===== src/rtl/tab_pkg.sv =====
`default_nettype none
// ----------------------------------------------------------------------------
// tab_pkg
// Shared types and constants of the averaging bang-bang thermostat.
// ----------------------------------------------------------------------------
package tab_pkg;

   typedef enum logic [1:0] {
      MODE_SAMPLE = 2'd0,
      MODE_UP     = 2'd1,
      MODE_DOWN   = 2'd2,
      MODE_TOGGLE = 2'd3
   } mode_type;

   typedef enum logic [2:0] {
      CSR_SETPOINT_MIN     = 3'd0,
      CSR_SETPOINT_MAX     = 3'd1,
      CSR_SETPOINT_STEP    = 3'd2,
      CSR_SETPOINT_DEFAULT = 3'd3,
      CSR_SWITCH_OFFSET    = 3'd4
   } csr_index_type;

   localparam int unsigned MODE_W     = 2;
   localparam int unsigned RAW_W      = 8;
   localparam int unsigned SETPOINT_W = 7;
   localparam int unsigned STEP_W     = 4;
   localparam int unsigned OFFSET_W   = 4;
   localparam int unsigned CSR_IDX_W  = 3;
   localparam int unsigned CSR_DATA_W = 7;
   localparam int unsigned TEMP_W     = 8;
   localparam int unsigned SUM_W      = 12;
   localparam int unsigned COUNT_W    = 4;

   localparam logic [SETPOINT_W-1:0] SETPOINT_MIN_RST     = 7'd35;
   localparam logic [SETPOINT_W-1:0] SETPOINT_MAX_RST     = 7'd75;
   localparam logic [STEP_W-1:0]     SETPOINT_STEP_RST    = 4'd5;
   localparam logic [SETPOINT_W-1:0] SETPOINT_DEFAULT_RST = 7'd60;
   localparam logic [OFFSET_W-1:0]   SWITCH_OFFSET_RST    = 4'd5;

   // degrees = (4*raw - 275) / 5, division by reciprocal 1639 / 2**13
   localparam logic signed [10:0] DEG_BIAS  = 11'sd275;
   localparam logic [10:0]        DEG_RECIP = 11'd1639;
   localparam int unsigned        DEG_SHIFT = 13;
   localparam logic signed [8:0]  DEG_CLAMP = 9'sd127;

endpackage : tab_pkg
`default_nettype wire


===== src/rtl/thermostat_average_bang_bang.sv =====
`default_nettype none
// A result is registered in the result registers after its request has
// passed the input register. Throughput: one request per cycle while
// rsp_ready is high; the input register takes one more request while a
// result waits on rsp_ready. Logic between the two registers does the update.
// Reset (synchronous, active high) turns the unit off, loads register
// defaults and leaves no result pending.
// ----------------------------------------------------------------------------
// thermostat_average_bang_bang
// Heater thermostat with windowed sample averaging and bang-bang drives.
// ----------------------------------------------------------------------------
module thermostat_average_bang_bang #(
   parameter int unsigned WINDOW_SAMPLES = 10
) (
   input  wire logic                                  clock,
   input  wire logic                                  reset,
   input  wire logic                                  req_valid,
   output logic                                       req_ready,
   input  wire logic [tab_pkg::MODE_W-1:0]            req_mode,
   input  wire logic [tab_pkg::RAW_W-1:0]             req_sensor_raw,
   output logic                                       rsp_valid,
   input  wire logic                                  rsp_ready,
   output logic                                       rsp_system_on,
   output logic                                       rsp_heater_on,
   output logic                                       rsp_cooler_on,
   output logic                                       rsp_indicator_led,
   output logic [tab_pkg::SETPOINT_W-1:0]             rsp_setpoint,
   output logic                                       rsp_decision_made,
   output logic signed [tab_pkg::TEMP_W-1:0]          rsp_average_temp,
   input  wire logic                                  csr_we,
   input  wire logic [tab_pkg::CSR_IDX_W-1:0]         csr_index,
   input  wire logic [tab_pkg::CSR_DATA_W-1:0]        csr_wdata
);

   localparam logic [tab_pkg::COUNT_W-1:0] LAST_COUNT =
      tab_pkg::COUNT_W'(WINDOW_SAMPLES - 1);
   localparam int unsigned AVG_SHIFT = 16;
   localparam int unsigned AVG_RECIP_W = 17;
   localparam logic [AVG_RECIP_W-1:0] AVG_RECIP =
      AVG_RECIP_W'((2**AVG_SHIFT + WINDOW_SAMPLES - 1) / WINDOW_SAMPLES);
   localparam int unsigned MAG_W = tab_pkg::SUM_W - 1;

   // configuration
   logic [tab_pkg::SETPOINT_W-1:0] sp_min_ff, sp_max_ff, sp_default_ff;
   logic [tab_pkg::STEP_W-1:0]     sp_step_ff;
   logic [tab_pkg::OFFSET_W-1:0]   offset_ff;

   // input register
   logic                            item_valid_ff, item_valid_in;
   tab_pkg::mode_type               item_mode_ff;
   logic signed [tab_pkg::TEMP_W-1:0] item_deg_ff, item_deg_in;

   // state and result
   logic                              rsp_valid_ff, rsp_valid_in;
   logic                              on_ff, on_in;
   logic [tab_pkg::SETPOINT_W-1:0]    sp_ff, sp_in;
   logic signed [tab_pkg::SUM_W-1:0]  sum_ff, sum_in;
   logic [tab_pkg::COUNT_W-1:0]       count_ff, count_in;
   logic                              heater_ff, heater_in;
   logic                              cooler_ff, cooler_in;
   logic                              led_ff, led_in;
   logic signed [tab_pkg::TEMP_W-1:0] avg_ff, avg_in;
   logic                              decision_ff, decision_in;

   logic advance;

   // sample conversion ahead of the input register
   logic signed [10:0] deg_diff;
   logic [9:0]         deg_mag;
   logic [20:0]        deg_prod;
   logic signed [8:0]  deg_signed;

   // window average
   logic signed [tab_pkg::SUM_W-1:0]  sum_add;
   logic [MAG_W-1:0]                  sum_mag;
   logic [MAG_W+AVG_RECIP_W-1:0]      avg_prod;
   logic [tab_pkg::TEMP_W-1:0]        avg_q;
   logic signed [tab_pkg::TEMP_W-1:0] avg_now;
   logic signed [9:0]                 limit;
   logic signed [9:0]                 avg_ext;
   logic [tab_pkg::SETPOINT_W:0]      sp_up, sp_dn;

   assign advance   = item_valid_ff && (!rsp_valid_ff || rsp_ready);
   assign req_ready = !item_valid_ff || advance;

   always_comb begin
      deg_diff = $signed({1'b0, req_sensor_raw, 2'b00}) - tab_pkg::DEG_BIAS;
      deg_mag  = deg_diff[10] ? 10'(-deg_diff) : deg_diff[9:0];
      deg_prod = 21'(deg_mag) * 21'(tab_pkg::DEG_RECIP);
      deg_signed = deg_diff[10] ? -$signed({1'b0, deg_prod[tab_pkg::DEG_SHIFT +: 8]})
                                :  $signed({1'b0, deg_prod[tab_pkg::DEG_SHIFT +: 8]});
      item_deg_in = (deg_signed > tab_pkg::DEG_CLAMP) ? tab_pkg::TEMP_W'(tab_pkg::DEG_CLAMP)
                                                      : deg_signed[7:0];
   end

   always_comb begin
      item_valid_in = item_valid_ff;
      if (req_ready) begin
         item_valid_in = req_valid;
      end
      rsp_valid_in = rsp_valid_ff;
      if (advance) begin
         rsp_valid_in = 1'b1;
      end else if (rsp_ready) begin
         rsp_valid_in = 1'b0;
      end
   end

   always_comb begin
      sum_add  = sum_ff + {{(tab_pkg::SUM_W - tab_pkg::TEMP_W){item_deg_ff[7]}}, item_deg_ff};
      sum_mag  = sum_add[tab_pkg::SUM_W-1] ? MAG_W'(-sum_add) : sum_add[MAG_W-1:0];
      avg_prod = (MAG_W+AVG_RECIP_W)'(sum_mag) * (MAG_W+AVG_RECIP_W)'(AVG_RECIP);
      avg_q    = avg_prod[AVG_SHIFT +: tab_pkg::TEMP_W];
      avg_now  = sum_add[tab_pkg::SUM_W-1] ? -$signed(avg_q) : $signed(avg_q);
      avg_ext  = {{2{avg_now[7]}}, avg_now};
      limit    = $signed({3'b000, sp_ff}) + $signed({6'b000000, offset_ff});
      sp_up    = {1'b0, sp_ff} + {4'b0000, sp_step_ff};
      sp_dn    = {1'b0, sp_ff} - {4'b0000, sp_step_ff};

      on_in       = on_ff;
      sp_in       = sp_ff;
      sum_in      = sum_ff;
      count_in    = count_ff;
      heater_in   = heater_ff;
      cooler_in   = cooler_ff;
      led_in      = led_ff;
      avg_in      = avg_ff;
      decision_in = 1'b0;

      unique case (item_mode_ff)
         tab_pkg::MODE_SAMPLE: begin
            if (on_ff) begin
               if (count_ff >= LAST_COUNT) begin
                  avg_in      = avg_now;
                  sum_in      = '0;
                  count_in    = '0;
                  decision_in = 1'b1;
                  if (avg_ext > limit) begin
                     heater_in = 1'b0;
                     cooler_in = 1'b1;
                     led_in    = 1'b1;
                  end else if (avg_ext < limit) begin
                     heater_in = 1'b1;
                     cooler_in = 1'b0;
                     led_in    = !led_ff;
                  end
               end else begin
                  sum_in   = sum_add;
                  count_in = count_ff + tab_pkg::COUNT_W'(1);
               end
            end
         end
         tab_pkg::MODE_UP: begin
            if (sp_ff < sp_max_ff) begin
               sp_in = sp_up[tab_pkg::SETPOINT_W] ? '1 : sp_up[tab_pkg::SETPOINT_W-1:0];
            end
         end
         tab_pkg::MODE_DOWN: begin
            if (sp_ff > sp_min_ff) begin
               sp_in = sp_dn[tab_pkg::SETPOINT_W] ? '0 : sp_dn[tab_pkg::SETPOINT_W-1:0];
            end
         end
         tab_pkg::MODE_TOGGLE: begin
            on_in  = !on_ff;
            sum_in = '0;
            if (sp_ff > sp_max_ff || sp_ff < sp_min_ff) begin
               sp_in = sp_default_ff;
            end
            if (on_ff) begin
               heater_in = 1'b0;
               cooler_in = 1'b0;
               led_in    = 1'b0;
            end
         end
      endcase
   end

   always_ff @(posedge clock) begin
      if (reset) begin
         sp_min_ff     <= tab_pkg::SETPOINT_MIN_RST;
         sp_max_ff     <= tab_pkg::SETPOINT_MAX_RST;
         sp_step_ff    <= tab_pkg::SETPOINT_STEP_RST;
         sp_default_ff <= tab_pkg::SETPOINT_DEFAULT_RST;
         offset_ff     <= tab_pkg::SWITCH_OFFSET_RST;
      end else if (csr_we) begin
         unique case (csr_index)
            tab_pkg::CSR_SETPOINT_MIN:     sp_min_ff     <= csr_wdata;
            tab_pkg::CSR_SETPOINT_MAX:     sp_max_ff     <= csr_wdata;
            tab_pkg::CSR_SETPOINT_STEP:    sp_step_ff    <= csr_wdata[tab_pkg::STEP_W-1:0];
            tab_pkg::CSR_SETPOINT_DEFAULT: sp_default_ff <= csr_wdata;
            tab_pkg::CSR_SWITCH_OFFSET:    offset_ff     <= csr_wdata[tab_pkg::OFFSET_W-1:0];
            default: ;
         endcase
      end
   end

   always_ff @(posedge clock) begin
      if (reset) begin
         item_mode_ff <= tab_pkg::MODE_SAMPLE;
         item_deg_ff  <= '0;
      end else if (req_valid && req_ready) begin
         item_mode_ff <= tab_pkg::mode_type'(req_mode);
         item_deg_ff  <= item_deg_in;
      end
   end

   always_ff @(posedge clock) begin
      if (reset) begin
         item_valid_ff <= 1'b0;
         rsp_valid_ff  <= 1'b0;
         on_ff         <= 1'b0;
         sp_ff         <= tab_pkg::SETPOINT_DEFAULT_RST;
         sum_ff        <= '0;
         count_ff      <= '0;
         heater_ff     <= 1'b0;
         cooler_ff     <= 1'b0;
         led_ff        <= 1'b0;
         avg_ff        <= '0;
         decision_ff   <= 1'b0;
      end else begin
         item_valid_ff <= item_valid_in;
         rsp_valid_ff  <= rsp_valid_in;
         if (advance) begin
            on_ff       <= on_in;
            sp_ff       <= sp_in;
            sum_ff      <= sum_in;
            count_ff    <= count_in;
            heater_ff   <= heater_in;
            cooler_ff   <= cooler_in;
            led_ff      <= led_in;
            avg_ff      <= avg_in;
            decision_ff <= decision_in;
         end
      end
   end

   assign rsp_valid         = rsp_valid_ff;
   assign rsp_system_on     = on_ff;
   assign rsp_heater_on     = heater_ff;
   assign rsp_cooler_on     = cooler_ff;
   assign rsp_indicator_led = led_ff;
   assign rsp_setpoint      = sp_ff;
   assign rsp_decision_made = decision_ff;
   assign rsp_average_temp  = avg_ff;

endmodule : thermostat_average_bang_bang
`default_nettype wire


===== config.mk =====
export PLATFORM = sky130hd
export DESIGN_NAME = thermostat_average_bang_bang
export DESIGN_NICKNAME = d
export VERILOG_FILES = /design/src/rtl/tab_pkg.sv /design/src/rtl/thermostat_average_bang_bang.sv
export SDC_FILE = /design/constraint.sdc
export NUM_CORES = 1
export LEC_CHECK = 0
export CAP_MARGIN = 20
export CORE_MARGIN = 2
export CORE_UTILIZATION = 65
export DETAILED_ROUTE_END_ITERATION = 16
export DONT_BUFFER_PORTS = 1
export PLACE_DENSITY = 0.81
export SYNTH_ARGS = -nofsm -noshare
export SYNTH_HDL_FRONTEND = slang
export SYNTH_SLANG_ARGS = --single-unit

===== constraint.sdc =====
create_clock -name clock -period 9.6 [get_ports clock]
set_input_delay 0.96 -clock clock [delete_from_list [all_inputs] [get_ports clock]]
set_output_delay 0.96 -clock clock [all_outputs]
set_load 0.03 [all_outputs]

Word-level counts from Yosys, hierarchy flattened
Index checks and enable logic that the tools add are counted.
{"block": "classes", "addsub": 10, "muxes": 36, "n_mul": 2, "n_eq_ne": 14, "reduce_logical": 25, "magnitude_cmp": 8}
{"op": "two-way mux 7 bit", "n": 5}
{"op": "two-way mux 12 bit", "n": 2}
{"op": "case mux 12 bit (2 select lines)", "n": 1}
{"op": "multiplier 11 x 12 -> 23 bit, second input constant", "n": 1}
{"op": "multiplier 10 x 11 -> 21 bit, second input constant", "n": 1}
{"op": "case mux 7 bit (3 select lines)", "n": 1}
{"op": "two-way mux 1 bit", "n": 18}
{"op": "adder 7 x 4 -> 8 bit", "n": 2}
{"op": "two-way mux 8 bit", "n": 2}
{"op": "> comparator 7 bit", "n": 2}
{"op": "< comparator 7 bit", "n": 2}
{"op": "adder 12 bit", "n": 1}
{"op": "!= test 2 bit, second input constant", "n": 6}
{"op": "AND reduction 2 bit", "n": 6}
{"op": "two-way mux 11 bit", "n": 1}
{"op": "negation 11 bit", "n": 1}
{"op": "subtractor 10 x 9 -> 11 bit, second input constant", "n": 1}
{"op": "two-way mux 10 bit", "n": 1}
{"op": "negation 10 bit", "n": 1}
{"op": "> comparator 8 x 9 -> 1 bit", "n": 1}
{"op": "> comparator 9 x 8 -> 1 bit, second input constant", "n": 1}
{"op": "< comparator 8 x 9 -> 1 bit", "n": 1}
{"op": "two-way mux 9 bit", "n": 1}
{"op": "negation 8 -> 9 bit", "n": 1}
{"op": "23 further kinds", "n": 35}
{"block": "word_totals", "elab_cells": 113, "ff_bits": 77, "out_inout_bits": 22}

Depth between registers and ports, before layout
{"block": "depth", "depth_word": 12, "mapped_depth": 44}

Worst setup path after synthesis
Ideal clock, no wire load.
{"block": "synth_path", "path_kind": "reg2reg", "startpoint": "register item_deg_ff[0] in the netlist's numbering", "endpoint": "register heater_ff, in the netlist rsp_heater_on", "t_arrival_ns": 8.448, "stages_incl_launch_ff": 43, "period_less_slack_ns": 8.565, "required_ns": 9.483, "path_buffers": 0, "path_slack_ns": 1.035, "path_cell_list": "dfxtp_1 -> ha_1 -> fa_1 -> a21o_2 -> a21oi_1 -> o21bai_1 -> a21oi_1 -> xnor2_1 -> nor2b_1 -> nor2b_1 -> nand3_1 -> o31ai_1 -> xnor2_1 -> ha_1 -> inv_1 -> fa_1 -> inv_1 -> fa_1 -> [7 not listed] -> o31ai_1 -> nand3_1 -> nand2_1 -> ha_1 -> nand2_1 -> o21ai_0 -> ha_1 -> nor2b_1 -> o21ai_0 -> nand2b_1 -> a21oi_1 -> nor2b_1 -> o21ai_0 -> nand2b_1 -> a21oi_1 -> nor2b_1 -> a31o_2 -> a32o_1"}
{"block": "synth_between", "elab_chain_cells": 11, "word_cells_on_any_way": 14, "classes_between": "add/sub: 3; mul: 1; order compare: 2; eq/ne: 1; mux: 6; reduce/logical: 1"}
{"element": "from (decl)", "line": "thermostat_average_bang_bang.sv:51", "source": "logic signed [tab_pkg::TEMP_W-1:0] item_deg_ff, item_deg_in;"}
{"element": "from (signal assigned)", "line": "thermostat_average_bang_bang.sv:203", "source": "item_deg_ff <= item_deg_in;"}
{"element": "adder 12 bit (*)", "line": "thermostat_average_bang_bang.sv:110", "source": "sum_add = sum_ff + {{(tab_pkg::SUM_W - tab_pkg::TEMP_W){item_deg_ff[7]}}, item_deg_ff};"}
{"element": "negation 11 bit", "line": "thermostat_average_bang_bang.sv:111", "source": "sum_mag = sum_add[tab_pkg::SUM_W-1] ? MAG_W'(-sum_add) : sum_add[MAG_W-1:0];"}
{"element": "two-way mux 11 bit", "line": "thermostat_average_bang_bang.sv:111"}
{"element": "multiplier 11 x 12 -> 23 bit", "line": "thermostat_average_bang_bang.sv:112", "source": "avg_prod = (MAG_W+AVG_RECIP_W)'(sum_mag) * (MAG_W+AVG_RECIP_W)'(AVG_RECIP);"}
{"element": "negation 8 bit", "line": "thermostat_average_bang_bang.sv:114", "source": "avg_now = sum_add[tab_pkg::SUM_W-1] ? -$signed(avg_q) : $signed(avg_q);"}
{"element": "two-way mux 8 bit (*)", "line": "thermostat_average_bang_bang.sv:114"}
{"element": "named net avg_now, one bit", "line": "thermostat_average_bang_bang.sv:78", "source": "logic signed [tab_pkg::TEMP_W-1:0] avg_now;"}
{"element": "> comparator 8 x 9 -> 1 bit", "line": "thermostat_average_bang_bang.sv:138", "source": "if (avg_ext > limit) begin"}
{"element": "two-way mux 1 bit", "line": "thermostat_average_bang_bang.sv:138"}
{"element": "two-way mux 1 bit", "line": "thermostat_average_bang_bang.sv:133", "source": "if (count_ff >= LAST_COUNT) begin"}
{"element": "two-way mux 1 bit", "line": "thermostat_average_bang_bang.sv:132", "source": "if (on_ff) begin"}
{"element": "case mux 1 bit (2 select lines)", "line": "thermostat_average_bang_bang.sv:130", "source": "unique case (item_mode_ff)"}
{"element": "to (signal assigned)", "line": "thermostat_average_bang_bang.sv:228", "source": "heater_ff <= heater_in;"}
{"element": "to (decl)", "line": "thermostat_average_bang_bang.sv:59", "source": "logic heater_ff, heater_in;"}
The timed path passes the listed nets; every way through them passes the cells marked *. The select of a mux whose other input is x is not followed.
A chain may end at the register's enable or synchronous reset.

Worst setup path in the final report
Same ends and word-level chain as after synthesis.

==> impl_metrics.ini <==
[floorplan]
die-area_um2 = 15700
core_um2 = 14500
die_height_um = 125
dieWidth_um = 125
row_count = 44
start_util_pct = 66.0
io_pins = 47

[clocking]
cts_tree = built
worstSkewPairLatency_ns = 0.35
cts.sinks = 77
clkSlewWorstSetupHoldPaths_ns = 0.07
cts.htree.levels = 3
cts_hold_buf = 0
cts.path.max_buffers = 2
clockRootBuffer = clkbuf_16
cts_made_buffers = 9

[setup_path]
cp_common_cell = ha_1
crit_arrival_ns = 9.39
reg2reg_depth = 43
start_kind = register
path_max_fanout = 5
end_kind = register
worstSetupPathType = register to register
crit_required_ns = 9.84
cpMaxStageDelayCell = fa_1
critPathMaxStageDelay_ns = 0.52
timing.reg2reg.setup_slack_ns = 0.45

[timing]
skew_ns = 0.0118
hold_ws_ns = 0.456
finalHoldViolCount = 0
finalSetupViolCount = 0
tightest_slew_ns = 1.08
slew_violations = 0
layout_min_cycle_time_ns = 9.15
maxSlewHeadroom_pct = 27.0
period_share_pct = 95.3
timing.fmax_ghz = 0.109

[drt]
routedWlPerCell_um = 15.6
drtPass1Iterations = 4
vias = 7684
drc = 0
routed_wl_mm = 20.4
avgViaCountPerCell = 5.89
drt_iter0_markers = 374
detail-route-antenna-nets = 0

[logic_synthesis]
synthesis.area_um2 = 9560
synth_edf_count = 0
syn-num-nets = 1400
ys_seq_area_share_pct = 16.1
synth_ff_type = dfxtp_1
ys_ff_latch = 77
syn_area_per_cell_um2 = 8.40
ys_warn_count = 0
synthArstFlopShare_pct = 0
synthCells = 1138
ys_types = 71

[hold_path]
hold_path_class = register to register
hold_path_depth = 2

[finish]
n_antenna_cell = 0
stdcell_count = 1305
nets = 1378
layout-drive-gt1-share_pct = 4.55
fin_util_pct = 69.2
area_growth_pct = 4.76

[job]
maxCapViolCount = 0

[status]
outcome = finished clean

[global_routing]
overflow = 0
grt_pass1_vias = 7717
grt_pass1_wl_mm = 34.9
grt_usage_pct = 26.7
grt_max_degree = 79
antenna_found_initial = 0

[placement]
numPortBuffers = 0
place_inst = 1288
gp_congestion = 1.01
dpl.hpwl_mm = 16.8
-- stage by stage --
stage	setup WS, ns	setup TNS (ns)	cell area [um2]
after floorplan	1.03	0	9560
after global placement	0.604	0	9670
after detailed placement	0.289	0	9670
after CTS	0.258	0	9950
after global routing	-0.0267	-0.0334	10000
final	0.449	0	10000
-- placed cells by master, fill, tap and decap left out, types with 5 or more instances in the layout --
cell type	Yosys	routed
ha_1	178	178
inv_1	169	169
nor2_1	106	106
dfxtp_1	77	77
nand2_1	69	69
a21oi_1	67	62
fa_1	59	58
xnor2_1	52	51
o21ai_0	32	31
xor2_1	23	23
nand3_1	18	18
a211o_1	17	17
nor2b_1	17	17
a21o_1	16	16
nor3_1	14	14
a22oi_1	15	14
a211oi_1	12	12
nand4_1	11	11
o21a_1	10	10
a31oi_1	11	10
o31ai_1	10	9
and2_1	9	9
clkbuf_16	0	9
nand2b_1	8	8
mux2i_1	8	8
and3_1	8	8
o21bai_1	7	7
o211ai_1	6	6
nand3b_1	6	6
a21oi_2	0	5
nor4_1	6	5
-- critical path, delay by kind of cell (launching register included) --
kind	cells	cell delay, ns
AOI/OAI and AO/OA	15	2.68
buffers and inverters	5	0.49
and+or+nand+nor	11	1.09
adders and majority gates	10	4.02
xor gates and xnor gates	2	0.43
DFF	1	0.32
-- per-layer routing --
metal	routed length [um]	global-route usage (%)
met4	483	9.54
met3	775	3.72
met2	10300	48.4
met1	8840	32.4
met5	0	0
-- synth_stat cells (all sizes together) (9+ instances only) --
master    n  share of area (%)
ha      178                 23
inv     170                6.7
nor2    106                4.2
dfxtp    77                 16
nand2    69                2.7
a21oi    67                3.5
fa       59                 12
xnor2    53                4.9
o21ai    36                2.0
clkbuf   33                1.3
xor2     24                2.3
a21o     18                1.5
nand3    18               0.94
a211o    17                1.6
nor2b    17                1.1
a22oi    15                1.2
a211oi   14                1.2
nor3     14               0.73
a31oi    11               0.72
nand4    11               0.72
o21a     10               0.79
o31ai    10               0.79
and2      9               0.59
-- sequential cells by signal, indices dropped and copies added (netlist names), 2 cells and up --
signal and flops:
count_ff 4, item_deg_ff 8, item_mode_ff 2, offset_ff 4
rsp_average_temp 8, rsp_setpoint 7, sp_default_ff 7, sp_max_ff 7
sp_min_ff 7, sp_step_ff 4, sum_ff 12
-- final timing paths --
path,from,end
setup / recovery,item_deg_ff[0]$_SDFFE_PP0P_,rsp_heater_on$_SDFFE_PP0P_
hold / removal,sp_min_ff[3]$_SDFFE_PP0P_,sp_min_ff[3]$_SDFFE_PP0P_
setup reg to reg,item_deg_ff[0]$_SDFFE_PP0P_,rsp_heater_on$_SDFFE_PP0P_
hold reg to reg,sp_min_ff[3]$_SDFFE_PP0P_,sp_min_ff[3]$_SDFFE_PP0P_
-- kinds of logic after synthesis --
kind of cell	share of synthesized area, %
multiplexers	0.955
AO/OA/AOI/OAI	17.5
buffers and inverters	8.05
XOR/XNOR	7.21
flip-flops	16.1
adder cells (fa/ha/maj)	35.6
AND/OR/NAND/NOR	14.6
-- layout make-up --
| type | instances | area, um2 |
|---|---|---|
| Sequential cell | 77 | 1540 |
| Tap cell | 184 | 230 |
| Clock buffer | 9 | 225 |
| Clock inverter | 7 | 56.3 |
| Fill cell | 1144 | 4460 |
| Multi-Input combinational cell | 856 | 7310 |
| Inverter | 170 | 638 |
| Timing Repair Buffer | 2 | 15.0 |
-- repair_timing --
action | in CTS | in global routing
endpoints found under the setup margin | 0 | 3
buffers inserted | 0 | 1
gates resized for setup | 0 | 13
Power is left out: the tool's default activity adds up to more than one toggle a clock period on the data nets, which glitch-free logic cannot reach.
